### config.mk
export PLATFORM = sky130hd
export DESIGN_NAME = lru_key_value_cache
export DESIGN_NICKNAME = d
export VERILOG_FILES = /design/src/rtl/lkvc_pkg.sv /design/src/rtl/lkvc_ctrl.sv /design/src/rtl/lkvc_dp.sv /design/src/rtl/lru_key_value_cache.sv
export SDC_FILE = /design/constraint.sdc
export NUM_CORES = 1
export LEC_CHECK = 0
export BUFFER_PORTS_ARGS = -buffer_cell sky130_fd_sc_hd__buf_2
export CORE_MARGIN = 2
export CORE_UTILIZATION = 55
export CTS_BUF_LIST = sky130_fd_sc_hd__clkbuf_4 sky130_fd_sc_hd__clkbuf_8
export CTS_CLUSTER_DIAMETER = 150
export DETAILED_ROUTE_END_ITERATION = 10
export GPL_TIMING_DRIVEN = 0
export PLACE_DENSITY = 0.76
export SLEW_MARGIN = 5
export SYNTH_ARGS = -nofsm -noshare
export SYNTH_HDL_FRONTEND = slang
export SYNTH_SLANG_ARGS = --single-unit
### constraint.sdc
create_clock -name clk_i -period 12.6 [get_ports clk_i]
set_input_delay 0.63 -clock clk_i [delete_from_list [all_inputs] [get_ports clk_i]]
set_output_delay 0.63 -clock clk_i [all_outputs]
set_load 0.02 [all_outputs]
### src/rtl/lkvc_pkg.sv
// Shared types and constants for the LRU key-value cache.
// Used by lkvc_ctrl, lkvc_dp and the top level lru_key_value_cache.
package lkvc_pkg;

  localparam int unsigned DATA_W      = 32;
  localparam int unsigned CAP_W       = 4;
  localparam int unsigned ENTRIES_DEF = 8;

  localparam logic [CAP_W-1:0]         CAP_RESET  = 4'd8;
  localparam logic signed [DATA_W-1:0] MISS_VALUE = -32'sd1;

  // action codes
  localparam logic ACT_GET = 1'b0;
  localparam logic ACT_SET = 1'b1;

  typedef struct packed {
    logic                     action;
    logic signed [DATA_W-1:0] lookup_key;
    logic signed [DATA_W-1:0] write_value;
  } req_t;

  typedef struct packed {
    logic                     hit;
    logic signed [DATA_W-1:0] read_value;
    logic                     evicted;
    logic signed [DATA_W-1:0] evicted_key;
  } rsp_t;

  typedef enum logic [2:0] {
    S_IDLE   = 3'b001,
    S_LOOKUP = 3'b010,
    S_UPDATE = 3'b100
  } state_e;

  // controller -> datapath commands
  typedef struct packed {
    logic capture;  // register a new request
    logic lookup;   // compare cycle: pick target, read data
    logic commit;   // update cycle: write entries, emit result
  } cmd_t;

endpackage

### src/rtl/lkvc_ctrl.sv
// Sequencer for the LRU key-value cache: idle, lookup, update.
// Depends on lkvc_pkg for state and command types.
module lkvc_ctrl import lkvc_pkg::*; (
  input  logic clk_i,
  input  logic rst_ni,
  input  logic start_i,
  output cmd_t cmd_o,
  output logic busy_o,
  output logic idle_o
);

  state_e state_q, state_d;
  logic   accept;

  assign busy_o = (state_q == S_LOOKUP);
  assign idle_o = (state_q == S_IDLE);
  assign accept = start_i && !busy_o;

  always_comb begin
    state_d = state_q;
    unique case (state_q)
      S_IDLE: begin
        if (start_i) state_d = S_LOOKUP;
      end
      S_LOOKUP: begin
        state_d = S_UPDATE;
      end
      S_UPDATE: begin
        // a new item may enter while this one commits
        state_d = start_i ? S_LOOKUP : S_IDLE;
      end
      default: begin
        state_d = S_IDLE;
      end
    endcase
  end

  always_ff @(posedge clk_i or negedge rst_ni) begin
    if (!rst_ni) begin
      state_q <= S_IDLE;
    end else begin
      state_q <= state_d;
    end
  end

  assign cmd_o.capture = accept;
  assign cmd_o.lookup  = (state_q == S_LOOKUP);
  assign cmd_o.commit  = (state_q == S_UPDATE);

endmodule

### src/rtl/lkvc_dp.sv
// Datapath of the LRU key-value cache: key cells, recency ranks, data memory.
// Depends on lkvc_pkg; driven by lkvc_ctrl commands.
module lkvc_dp import lkvc_pkg::*; #(
  parameter int unsigned ENTRIES = ENTRIES_DEF
) (
  input  logic             clk_i,
  input  logic             rst_ni,
  input  cmd_t             cmd_i,
  input  req_t             req_i,
  input  logic             cfg_we_i,
  input  logic [CAP_W-1:0] cfg_data_i,
  output rsp_t             rsp_o,
  output logic             done_o
);

  localparam int unsigned IW   = (ENTRIES > 1) ? $clog2(ENTRIES) : 1;
  localparam int unsigned RW   = IW;
  localparam int unsigned CW   = $clog2(ENTRIES + 1);
  localparam int unsigned CMPW = (CW > CAP_W) ? CW : CAP_W;

  // entry state
  logic [ENTRIES-1:0]     valid_q;
  logic [DATA_W-1:0]      key_q  [ENTRIES];
  logic [RW-1:0]          rank_q [ENTRIES];
  logic [DATA_W-1:0]      mem_q  [ENTRIES];
  logic [CW-1:0]          count_q;
  logic [CAP_W-1:0]       cap_q;

  req_t                   req_q;

  // lookup results, held for the update cycle
  logic [ENTRIES-1:0]     tgt_oh_q;
  logic [IW-1:0]          tgt_idx_q;
  logic [RW-1:0]          tgt_rank_q;
  logic                   hit_q, fresh_q, evict_q, touch_q, wr_key_q, wr_data_q;
  logic [DATA_W-1:0]      ev_key_q;
  logic [DATA_W-1:0]      rd_data_q;

  rsp_t                   rsp_q;
  logic                   done_q;

  // lookup logic
  logic [ENTRIES-1:0]     match_v, hit_oh, free_oh, vict_v, vict_oh, tgt_oh;
  logic [IW-1:0]          hit_idx, tgt_idx;
  logic [RW-1:0]          tgt_rank, lru_rank;
  logic [DATA_W-1:0]      vict_key;
  logic [CMPW-1:0]        cap_eff, count_ext;
  logic                   any_hit, any_free, any_vict, is_set, fill, fresh, evict;

  assign is_set    = (req_q.action == ACT_SET);
  assign lru_rank  = RW'(count_q - CW'(1));
  assign count_ext = CMPW'(count_q);

  always_comb begin
    if (cap_q == '0) begin
      cap_eff = CMPW'(1);
    end else if (CMPW'(cap_q) > CMPW'(ENTRIES)) begin
      cap_eff = CMPW'(ENTRIES);
    end else begin
      cap_eff = CMPW'(cap_q);
    end
  end

  always_comb begin
    for (int i = 0; i < ENTRIES; i++) begin
      match_v[i] = valid_q[i] && (key_q[i] == req_q.lookup_key);
      // ranks of valid entries are 0..count-1, so the LRU one holds count-1
      vict_v[i]  = valid_q[i] && (rank_q[i] == lru_rank);
    end
  end

  // lowest set bit of each vector
  assign hit_oh  = match_v & (~match_v + ENTRIES'(1));
  assign free_oh = ~valid_q & (valid_q + ENTRIES'(1));
  assign vict_oh = vict_v & (~vict_v + ENTRIES'(1));

  assign any_hit  = |match_v;
  assign any_free = ~&valid_q;
  assign any_vict = |vict_v;

  assign fill  = !any_hit && is_set && (count_ext < cap_eff) && any_free;
  assign fresh = fill;
  assign evict = !any_hit && is_set && !fill && any_vict;

  always_comb begin
    if (any_hit) begin
      tgt_oh = hit_oh;
    end else if (fill) begin
      tgt_oh = free_oh;
    end else if (evict) begin
      tgt_oh = vict_oh;
    end else begin
      tgt_oh = '0;
    end
  end

  // one-hot to index and one-hot selects
  always_comb begin
    hit_idx  = '0;
    tgt_idx  = '0;
    tgt_rank = '0;
    vict_key = '0;
    for (int i = 0; i < ENTRIES; i++) begin
      if (hit_oh[i])  hit_idx  = hit_idx | IW'(i);
      if (tgt_oh[i])  tgt_idx  = tgt_idx | IW'(i);
      if (tgt_oh[i])  tgt_rank = tgt_rank | rank_q[i];
      if (vict_oh[i]) vict_key = vict_key | key_q[i];
    end
  end

  // request and lookup registers (payload, no reset)
  always_ff @(posedge clk_i) begin
    if (cmd_i.capture) begin
      req_q <= req_i;
    end
    if (cmd_i.lookup) begin
      tgt_oh_q   <= tgt_oh;
      tgt_idx_q  <= tgt_idx;
      tgt_rank_q <= tgt_rank;
      hit_q      <= any_hit;
      fresh_q    <= fresh;
      evict_q    <= evict;
      touch_q    <= any_hit || fill || evict;
      wr_key_q   <= fill || evict;
      wr_data_q  <= is_set && (any_hit || fill || evict);
      ev_key_q   <= vict_key;
    end
  end

  // data memory: one write port, one registered read port
  always_ff @(posedge clk_i) begin
    if (cmd_i.commit && wr_data_q) begin
      mem_q[tgt_idx_q] <= req_q.write_value;
    end
  end

  always_ff @(posedge clk_i) begin
    if (cmd_i.lookup) begin
      rd_data_q <= mem_q[hit_idx];
    end
  end

  // key cells, written only on fill or eviction
  always_ff @(posedge clk_i) begin
    for (int i = 0; i < ENTRIES; i++) begin
      if (cmd_i.commit && wr_key_q && tgt_oh_q[i]) begin
        key_q[i] <= req_q.lookup_key;
      end
    end
  end

  // valid bits, ranks, count, capacity register
  always_ff @(posedge clk_i or negedge rst_ni) begin
    if (!rst_ni) begin
      valid_q <= '0;
      count_q <= '0;
      cap_q   <= CAP_RESET;
      for (int i = 0; i < ENTRIES; i++) begin
        rank_q[i] <= '0;
      end
    end else begin
      if (cfg_we_i) begin
        cap_q <= cfg_data_i;
      end
      if (cmd_i.commit) begin
        if (fresh_q) begin
          valid_q <= valid_q | tgt_oh_q;
          count_q <= count_q + CW'(1);
        end
        if (touch_q) begin
          for (int i = 0; i < ENTRIES; i++) begin
            if (tgt_oh_q[i]) begin
              rank_q[i] <= '0;
            end else if (valid_q[i] && (fresh_q || (rank_q[i] < tgt_rank_q))) begin
              rank_q[i] <= rank_q[i] + RW'(1);
            end
          end
        end
      end
    end
  end

  // result register
  always_ff @(posedge clk_i) begin
    if (cmd_i.commit) begin
      rsp_q.hit         <= hit_q;
      rsp_q.read_value  <= (hit_q && (req_q.action == ACT_GET)) ? rd_data_q : MISS_VALUE;
      rsp_q.evicted     <= evict_q;
      rsp_q.evicted_key <= evict_q ? ev_key_q : '0;
    end
  end

  always_ff @(posedge clk_i or negedge rst_ni) begin
    if (!rst_ni) begin
      done_q <= 1'b0;
    end else begin
      done_q <= cmd_i.commit;
    end
  end

  assign rsp_o  = rsp_q;
  assign done_o = done_q;

endmodule

### src/rtl/lru_key_value_cache.sv
// Top level of the fully associative LRU key-value cache.
// Depends on lkvc_pkg, lkvc_ctrl and lkvc_dp.
//
// Channel    Direction  Transfer condition            Payload
// request    in         start && !busy                req_i   (req_t)
// result     out        done_o (one cycle, no stall)  rsp_o   (rsp_t)
// config     in         cfg_valid_i && cfg_ready_o    cfg_data_i (capacity)
//
// An item passes a lookup state, the parallel key and rank compare over all
// entries, then an update state for the entry and recency. A new start is taken
// in the update cycle, so a new item can enter while the last one commits.
// The result shows on rsp_o with done_o for one cycle, the cycle after update.
// The receiver cannot stall; busy only covers the compare cycle.
// Reset clears valid bits, ranks, fill count and sets capacity to 8 at once;
// there is no clearing pass. Key and data storage is not reset.
// Config is taken while no item is in flight (cfg_ready_o).
module lru_key_value_cache import lkvc_pkg::*; #(
  parameter int unsigned ENTRIES = ENTRIES_DEF
) (
  input  logic             clk_i,
  input  logic             rst_ni,
  input  logic             start,
  output logic             busy,
  input  req_t             req_i,
  output logic             done_o,
  output rsp_t             rsp_o,
  input  logic             cfg_valid_i,
  output logic             cfg_ready_o,
  input  logic [CAP_W-1:0] cfg_data_i
);

  cmd_t cmd;
  logic idle;

  lkvc_ctrl u_ctrl (
    .clk_i   (clk_i),
    .rst_ni  (rst_ni),
    .start_i (start),
    .cmd_o   (cmd),
    .busy_o  (busy),
    .idle_o  (idle)
  );

  // capacity register write: one transfer per valid/ready pair
  assign cfg_ready_o = idle;

  lkvc_dp #(
    .ENTRIES (ENTRIES)
  ) u_dp (
    .clk_i      (clk_i),
    .rst_ni     (rst_ni),
    .cmd_i      (cmd),
    .req_i      (req_i),
    .cfg_we_i   (cfg_valid_i && cfg_ready_o),
    .cfg_data_i (cfg_data_i),
    .rsp_o      (rsp_o),
    .done_o     (done_o)
  );

  // results never come back to back
  a_done_spaced: assert property (@(posedge clk_i) disable iff (!rst_ni)
    done_o |=> !done_o)
    else $error("back-to-back results");

  // an accepted item always occupies the compare cycle
  a_busy_after_start: assert property (@(posedge clk_i) disable iff (!rst_ni)
    (start && !busy) |=> busy)
    else $error("compare cycle skipped");

  // an eviction only happens on a miss
  a_evict_miss: assert property (@(posedge clk_i) disable iff (!rst_ni)
    (done_o && rsp_o.evicted) |-> !rsp_o.hit)
    else $error("eviction on a hit");

  // a miss never returns stored data and a non-eviction reports key zero
  a_miss_value: assert property (@(posedge clk_i) disable iff (!rst_ni)
    (done_o && !rsp_o.hit) |-> (rsp_o.read_value == MISS_VALUE))
    else $error("miss returned data");

  a_no_evict_key: assert property (@(posedge clk_i) disable iff (!rst_ni)
    (done_o && !rsp_o.evicted) |-> (rsp_o.evicted_key == '0))
    else $error("evicted key without eviction");

endmodule

=== Word level (Yosys, flattened, before mapping) ===
Memory sizes are Yosys's and may differ from the RTL's. A register that Yosys moved wholly into a read port is not among the register bits.
Index checks and enable logic that the tools add are counted.

* Register bits: 227
* Bits in latches: 0
* Bits in writable memories: 512
* ROM bits: 0
* Bits of input ports: 73
* Word-level logic and storage cells: 250
* Memories kept: 2

* $add $sub $neg: 13
* $mul: 0
* Divide/modulo/power cells: 0
* Order comparisons: 10
* Equal/unequal tests: 20
* Shift operators: 0
* Muxes and demuxes: 70
* Bitwise logic cells: 22
* Reductions and logical operators: 81

{| class="wikitable"
|+ Memories
! memory !! depth !! bits a word !! rd ports !! clocked after memory_dff !! wr ports !! line !! RTL
|-
| u_dp.key_q || 8 || 32 || 8 || 0 || 8 || lkvc_dp.sv:23 || <nowiki>logic [DATA_W-1:0] key_q [ENTRIES];</nowiki>
|-
| u_dp.mem_q || 8 || 32 || 1 || 1 || 1 || lkvc_dp.sv:25 || <nowiki>logic [DATA_W-1:0] mem_q [ENTRIES];</nowiki>
|}

{| class="wikitable"
|+ Operator list
! operator !! number
|-
| $eq A32 B32 Y1 || 8
|-
| $mux W32 || 8
|-
| $or A32 B32 Y32 || 7
|-
| $mux W3 || 31
|-
| $logic_and A1 B1 Y1 || 43
|-
| $add A3 B1 Y3 const B || 8
|-
| $add A8 B1 Y8 const B || 3
|-
| $and A8 B8 Y8 || 3
|-
| $eq A3 B3 Y1 || 8
|-
| $lt A3 B3 Y1 || 8
|-
| $mux W8 || 3
|-
| $not A8 Y8 || 3
|-
| $reduce_and A3 Y1 || 8
|-
| $or A3 B3 Y3 || 7
|-
| $mux W1 || 20
|-
| $reduce_bool A2 Y1 || 8
|-
| $reduce_or A8 Y1 || 2
|-
| $logic_or A1 B1 Y1 || 11
|-
| $mux W2 || 5
|-
| $pmux W3 S3 || 1
|-
| $mux W4 || 2
|-
| $or A8 B8 Y8 || 1
|-
| $reduce_and A8 Y1 || 1
|-
| $add A4 B1 Y4 const B || 1
|-
| other kinds (13) || 16
|}

=== Depth between registers and ports, before layout ===
An unclocked memory read counts as a cell.

* Depth after elaboration: 29
* Mapped depth: 14
* Gate-level depth less buffers: 12

=== By module ===
A second synthesis with hierarchy kept.

* Cells, all modules: 2,284
* Area, all modules: 33,393.3 um2

{| class="wikitable"
|+ Modules (own cells, without submodules)
! module !! instances !! cells each !! area each (um2) !! seq. area each (um2)
|-
| lkvc_dp || 1 || 2,269 || 33,210.6 || 22,858.2
|-
| lkvc_ctrl || 1 || 14 || 176.4 || 76.3
|-
| lru_key_value_cache || 1 || 1 || 6.3 || 0.0
|}

=== Least setup slack after synthesis ===
OpenSTA, ideal clock, no wires.

* Path type: flip-flop to flip-flop
* Start point: register u_ctrl.state_q[2]
* End point: register u_dp.req_q (netlist bit u_dp.is_set) (enable)
* Library setup time: 1,445 ps
* Arrival time: 12,826 ps
* Required time: 11,155 ps
* Path slack: -1,671 ps
* Cell stages (with the launch flop): 3
* Path buffers: 0
* Period minus slack after synthesis: 14,271 ps
* Cells stage by stage: dfrtp_1 > nor3b_1 > nor2b_1

{| class="wikitable"
|+ RTL lines
! item !! line !! RTL
|-
| start, declared || lkvc_ctrl.sv:12 || <nowiki>state_e state_q, state_d;</nowiki>
|-
| start signal, assigned || lkvc_ctrl.sv:42 || <nowiki>state_q <= state_d;</nowiki>
|-
| end signal, assigned || lkvc_dp.sv:114 || <nowiki>req_q <= req_i;</nowiki>
|-
| end, declared || lkvc_dp.sv:29 || <nowiki>req_t req_q;</nowiki>
|}

=== Worst setup path in the final report ===
* Start point: register u_dp.count_q[0], in the netlist u_dp.count_ext[0]
* End point: register u_dp.ev_key_q[17], data pin

* Word-level cells in the longest chain between the ends: 21

{| class="wikitable"
|+ RTL lines
! item !! line !! RTL
|-
| start, declared || lkvc_dp.sv:26 || <nowiki>logic [CW-1:0] count_q;</nowiki>
|-
| start signal, assigned || lkvc_dp.sv:168 || <nowiki>count_q <= count_q + CW'(1);</nowiki>
|-
| $sub A3 B1 Y3 * || lkvc_dp.sv:51 || <nowiki>assign lru_rank = RW'(count_q - CW'(1));</nowiki>
|-
| named net u_dp.lru_rank[0] || lkvc_dp.sv:45 || <nowiki>logic [RW-1:0] tgt_rank, lru_rank;</nowiki>
|-
| $eq A3 B3 Y1 || lkvc_dp.sv:68 || <nowiki>vict_v[i] = valid_q[i] && (rank_q[i] == lru_rank);</nowiki>
|-
| $logic_and A1 B1 Y1 || lkvc_dp.sv:68 ||
|-
| $not A8 Y8 || lkvc_dp.sv:75 || <nowiki>assign vict_oh = vict_v & (~vict_v + ENTRIES'(1));</nowiki>
|-
| $add A8 B1 Y8 || lkvc_dp.sv:75 ||
|-
| $and A8 B8 Y8 * || lkvc_dp.sv:75 ||
|-
| $mux W32 || lkvc_dp.sv:107 || <nowiki>if (vict_oh[i]) vict_key = vict_key | key_q[i];</nowiki>
|-
| (+7 left out) || n/a ||
|-
| $mux W32 || lkvc_dp.sv:107 ||
|-
| $or A32 B32 Y32 || lkvc_dp.sv:107 ||
|-
| $mux W32 || lkvc_dp.sv:107 ||
|-
| $or A32 B32 Y32 || lkvc_dp.sv:107 ||
|-
| $mux W32 || lkvc_dp.sv:107 ||
|-
| $or A32 B32 Y32 || lkvc_dp.sv:107 ||
|-
| $mux W32 * || lkvc_dp.sv:107 ||
|-
| named net u_dp.vict_key[17] || lkvc_dp.sv:46 || <nowiki>logic [DATA_W-1:0] vict_key;</nowiki>
|-
| end signal, assigned || lkvc_dp.sv:126 || <nowiki>ev_key_q <= vict_key;</nowiki>
|-
| end, declared || lkvc_dp.sv:36 || <nowiki>logic [DATA_W-1:0] ev_key_q;</nowiki>
|}

Mark *: on every way through the listed nets, which the timed path passes. The rest lies on a longest branch.
A chain may end at the register's enable or synchronous reset.

==> flow_metrics.tcl <==
set metrics [dict create \
    synthArstFlopShare 0.0571 \
    finalSetupViolations 0 \
    crit_top_cell "clkbuf_1" \
    numCtsBuffers 121 \
    dp.cells 3172 \
    synth_top_cell_by_area "edfxtp_1" \
    cts_tree "built" \
    clk_latency_ns 0.80 \
    ys_seq_area_frac 0.673 \
    routed_via_density 6.40 \
    cap_violations 0 \
    die_h_um 253 \
    drive_gt1_frac 0.220 \
    ir_drop_uv 97.8 \
    timing.slew.headroom 0.0994 \
    period_share 0.457 \
    worstMarginPinSlew_ns 1.35 \
    min_period_ns 5.76 \
    holdWs_ns 0.0400 \
    fmax_mhz 174 \
    place_hpwl_mm 74.4 \
    synth.cell_area_um2 34100 \
    drcViolationCount 0 \
    hp-class "input port to async pin" \
    rows 91 \
    finalHoldViolCount 0 \
    area_growth_pct 15.4 \
    path_max_fanout 10 \
    cts.path.max_buffers 3 \
    gp_congestion 1.04 \
    p_leak_nw 13.5 \
    die-width_um 253 \
    maxSlewViolCount 0 \
    wl_mm 104 \
    rsz0062_at_grt "no" \
    drt_iter0_drc 3080 \
    h-tree-depth 3 \
    syn_nets 2309 \
    grt_overflow_total 0 \
    status "finished clean" \
    powerDensity_nw_per_um2 155 \
    antenna_found_initial 2 \
    utilization 0.640 \
    ys_top_cells_by_area "edfxtp_1 64%, xnor2_1 4.4%, dfrtp_1 3.1%" \
    ys_types 77 \
    clk_pin_slew_ns 0.06 \
    r2r_slack_ns 6.84 \
    ant_nets 0 \
    cp_slowest_stage_delay_ns 1.16 \
    crit_arrival_ns 6.34 \
    dieArea_um2 64000 \
    grt_use_total 0.325 \
    synthFlopType "edfxtp_1" \
    synth_edf_count 727 \
    yosysWarnings 0 \
    start_kind "flop" \
    crit_chain "clkbuf_1 > inv_1 > ha_1 > clkbuf_1 > xor2_1 > nand4_1 > nand4b_4 > a211oi_2 > clkbuf_1 > a222oi_1 > nand3_1" \
    cts_root_buf "clkbuf_8" \
    core_area_um2 61500 \
    grt_max_degree 45 \
    path_class "flop to flop" \
    synth_cells 2207 \
    end_kind "flop" \
    fin_worst_skew_ns 0.0640 \
    numClockSinks 771 \
    io_pins 142 \
    final_nets 2640 \
    synth_top_area_frac 0.641 \
    first_pass_iters 6 \
    grt_pass1_wl_mm 148 \
    ys_seq_elements 771 \
    vias 21900 \
    critPathTopFamily "buffers and inverters" \
    grt_pass1_vias 21700 \
    cp.required_ns 13.18 \
    wire_per_inst_um 30.3 \
    io_buffers 141 \
    crit_slowest_cell "a211oi_2" \
    post-cts-setup-buffer-count 0 \
    start_util 0.554 \
    fin_cells 3424 \
    post_synth.cell_area_avg_um2 15.4 \
    critPathBufInv 4 \
]
## cell families (layout without fill, tap and decap cells)
logic type                 after synthesis  in the layout  share of synthesized area
DFF                                    771            771                      0.673
and+or+nand+nor                        508            508                     0.0865
AOI/OAI and AO/OA                      351            351                     0.0880
xor gates and xnor gates               278            278                     0.0731
buffers and inverters                  139            565                     0.0243
muxes                                  131            131                     0.0445
adders and majority gates               29             29                     0.0106
other                                    0              1                          0
## flip-flops by register name, summed over array words and instances (netlist names)
signal           cells
u_dp.tgt_rank_q      3
u_ctrl.state_q       3
u_dp.ev_key_q       32
u_dp.wr_data_q       1
u_dp.mem_q         256
u_dp.count_ext       4
u_dp.wr_key_q        1
u_dp.tgt_idx_q       3
u_dp.tgt_oh_q        8
u_dp.rd_data_q      32
u_dp.touch_q         1
u_dp.cap_q           4
u_dp.req_q          64
u_dp.key_q         256
u_dp.done_o          1
u_dp.fresh_q         1
u_dp.valid_q         8
u_dp.hit_q           1
u_dp.evict_q         1
u_dp.rank_q         24
u_dp.is_set          1
u_dp.rsp_o          66
## worst register-to-register path: stages (launching register included)
cell      delay, ns
dfrtp_1        0.39
clkbuf_1       0.58
inv_1          0.18
ha_1           0.32
clkbuf_1       0.51
xor2_1         0.19
nand4_1        0.68
nand4b_4       0.30
a211oi_2       1.16
clkbuf_1       0.74
a222oi_1       0.29
nand3_1        0.25
## stage by stage
stage               power, mW  setup slack [ns]  instance area [um^2]  setup TNS, ns
floorplan                3.61              4.30                 34100              0
global placement         3.92             -6.28                 35800        -407.53
detailed placement       3.96              7.17                 36500              0
CTS                      6.10              7.13                 39300              0
global route             6.28              6.91                 39300              0
finish                   6.09              6.84                 39300              0
## cells in the mapped netlist (32+ instances only)
master and instances:
nor2_1 47, clkbuf_1 52, o21ai_0 75, nand4_1 74, a222oi_1 34, mux2i_1 64
mux2_4 32, xnor2_1 171, a22oi_1 43, edfxtp_1 727, and2_1 37, xor2_1 103
nor4_1 46, nand2b_1 49, dfrtp_1 42, a221o_1 34, nand3_1 72, nand2_1 80
## report_power, final
| part | internal, mW | switching [mW] |
|---|---|---|
| logic | 0.285 | 0.552 |
| registers | 2.98 | 0.119 |
| clock network | 1.14 | 1.02 |
## per-layer routing
layer | vias to the layer above | share of wire | track usage
li1 | 9361 | - | -
met1 | 11100 | 0.40 | 0.452
met2 | 1267 | 0.45 | 0.499
met3 | 244 | 0.10 | 0.0678
met4 | 0 | 0.044 | 0.144
met5 | - | 0 | 0
## final timing paths
kind | startpoint | endpoint | cells after the start
hold reg to reg | u_dp.count_ext[3]$_DFFE_PN0P_ | u_dp.count_ext[3]$_DFFE_PN0P_ | 1
hold / removal | rst_ni | u_dp.valid_q[1]$_DFFE_PN0P_ | 1
max in group asynchronous | rst_ni | u_dp.rank_q[23]$_DFFE_PN0P_ | 1
setup reg to reg | u_dp.count_ext[0]$_DFFE_PN0P_ | u_dp.ev_key_q[17]$_DFFE_PP_ | 11
setup / recovery | u_dp.count_ext[0]$_DFFE_PN0P_ | u_dp.ev_key_q[17]$_DFFE_PP_ | 11
min in group clk_i | req_i[61] | u_dp.req_q[61]$_DFFE_PP_ | 1
## cells in the final DEF, fill, tap and decap left out, drive strengths merged, types with 9 or more instances in the layout
master | netlist | layout
nand2 | 80 | 80
nand4 | 74 | 74
clkbuf | 52 | 216
nand3 | 72 | 72
mux2 | 67 | 67
and4 | 9 | 9
dlygate4sd3 | 0 | 33
mux2i | 64 | 64
buf | 62 | 237
ha | 29 | 29
nor2 | 47 | 47
a32o | 9 | 9
nor3 | 31 | 31
a221o | 34 | 34
a21oi | 28 | 28
a21o | 19 | 19
xnor2 | 171 | 171
dfrtp | 42 | 42
a222oi | 34 | 34
clkinv | 0 | 45
o21ai | 75 | 75
a221oi | 35 | 35
xor2 | 103 | 103
and2 | 38 | 38
inv | 25 | 29
o22ai | 33 | 33
and3 | 12 | 12
nand2b | 49 | 49
nor4 | 53 | 53
nor4b | 9 | 9
o21a | 9 | 9
a22oi | 43 | 43
edfxtp | 727 | 727
## timing repair
item / 4_1_cts / 5_1_grt
hold buffers: 33 / 0
endpoints found under the setup margin: 0 / 0
resized for setup: 0 / 0
hold endpoints to repair: 33 / 0
## area by class of cell
cell class	count	area [um^2]
antenna	1	2.50
buffer	114	738
clock buffer	164	2030
clock inverter	54	448
fill	4335	22200
inverter	25	93.8
multi-input combinational	1297	10400
sequential	771	22900
tap	790	988
timing repair buffer	208	1670
(Power assumes the default switching activity.)
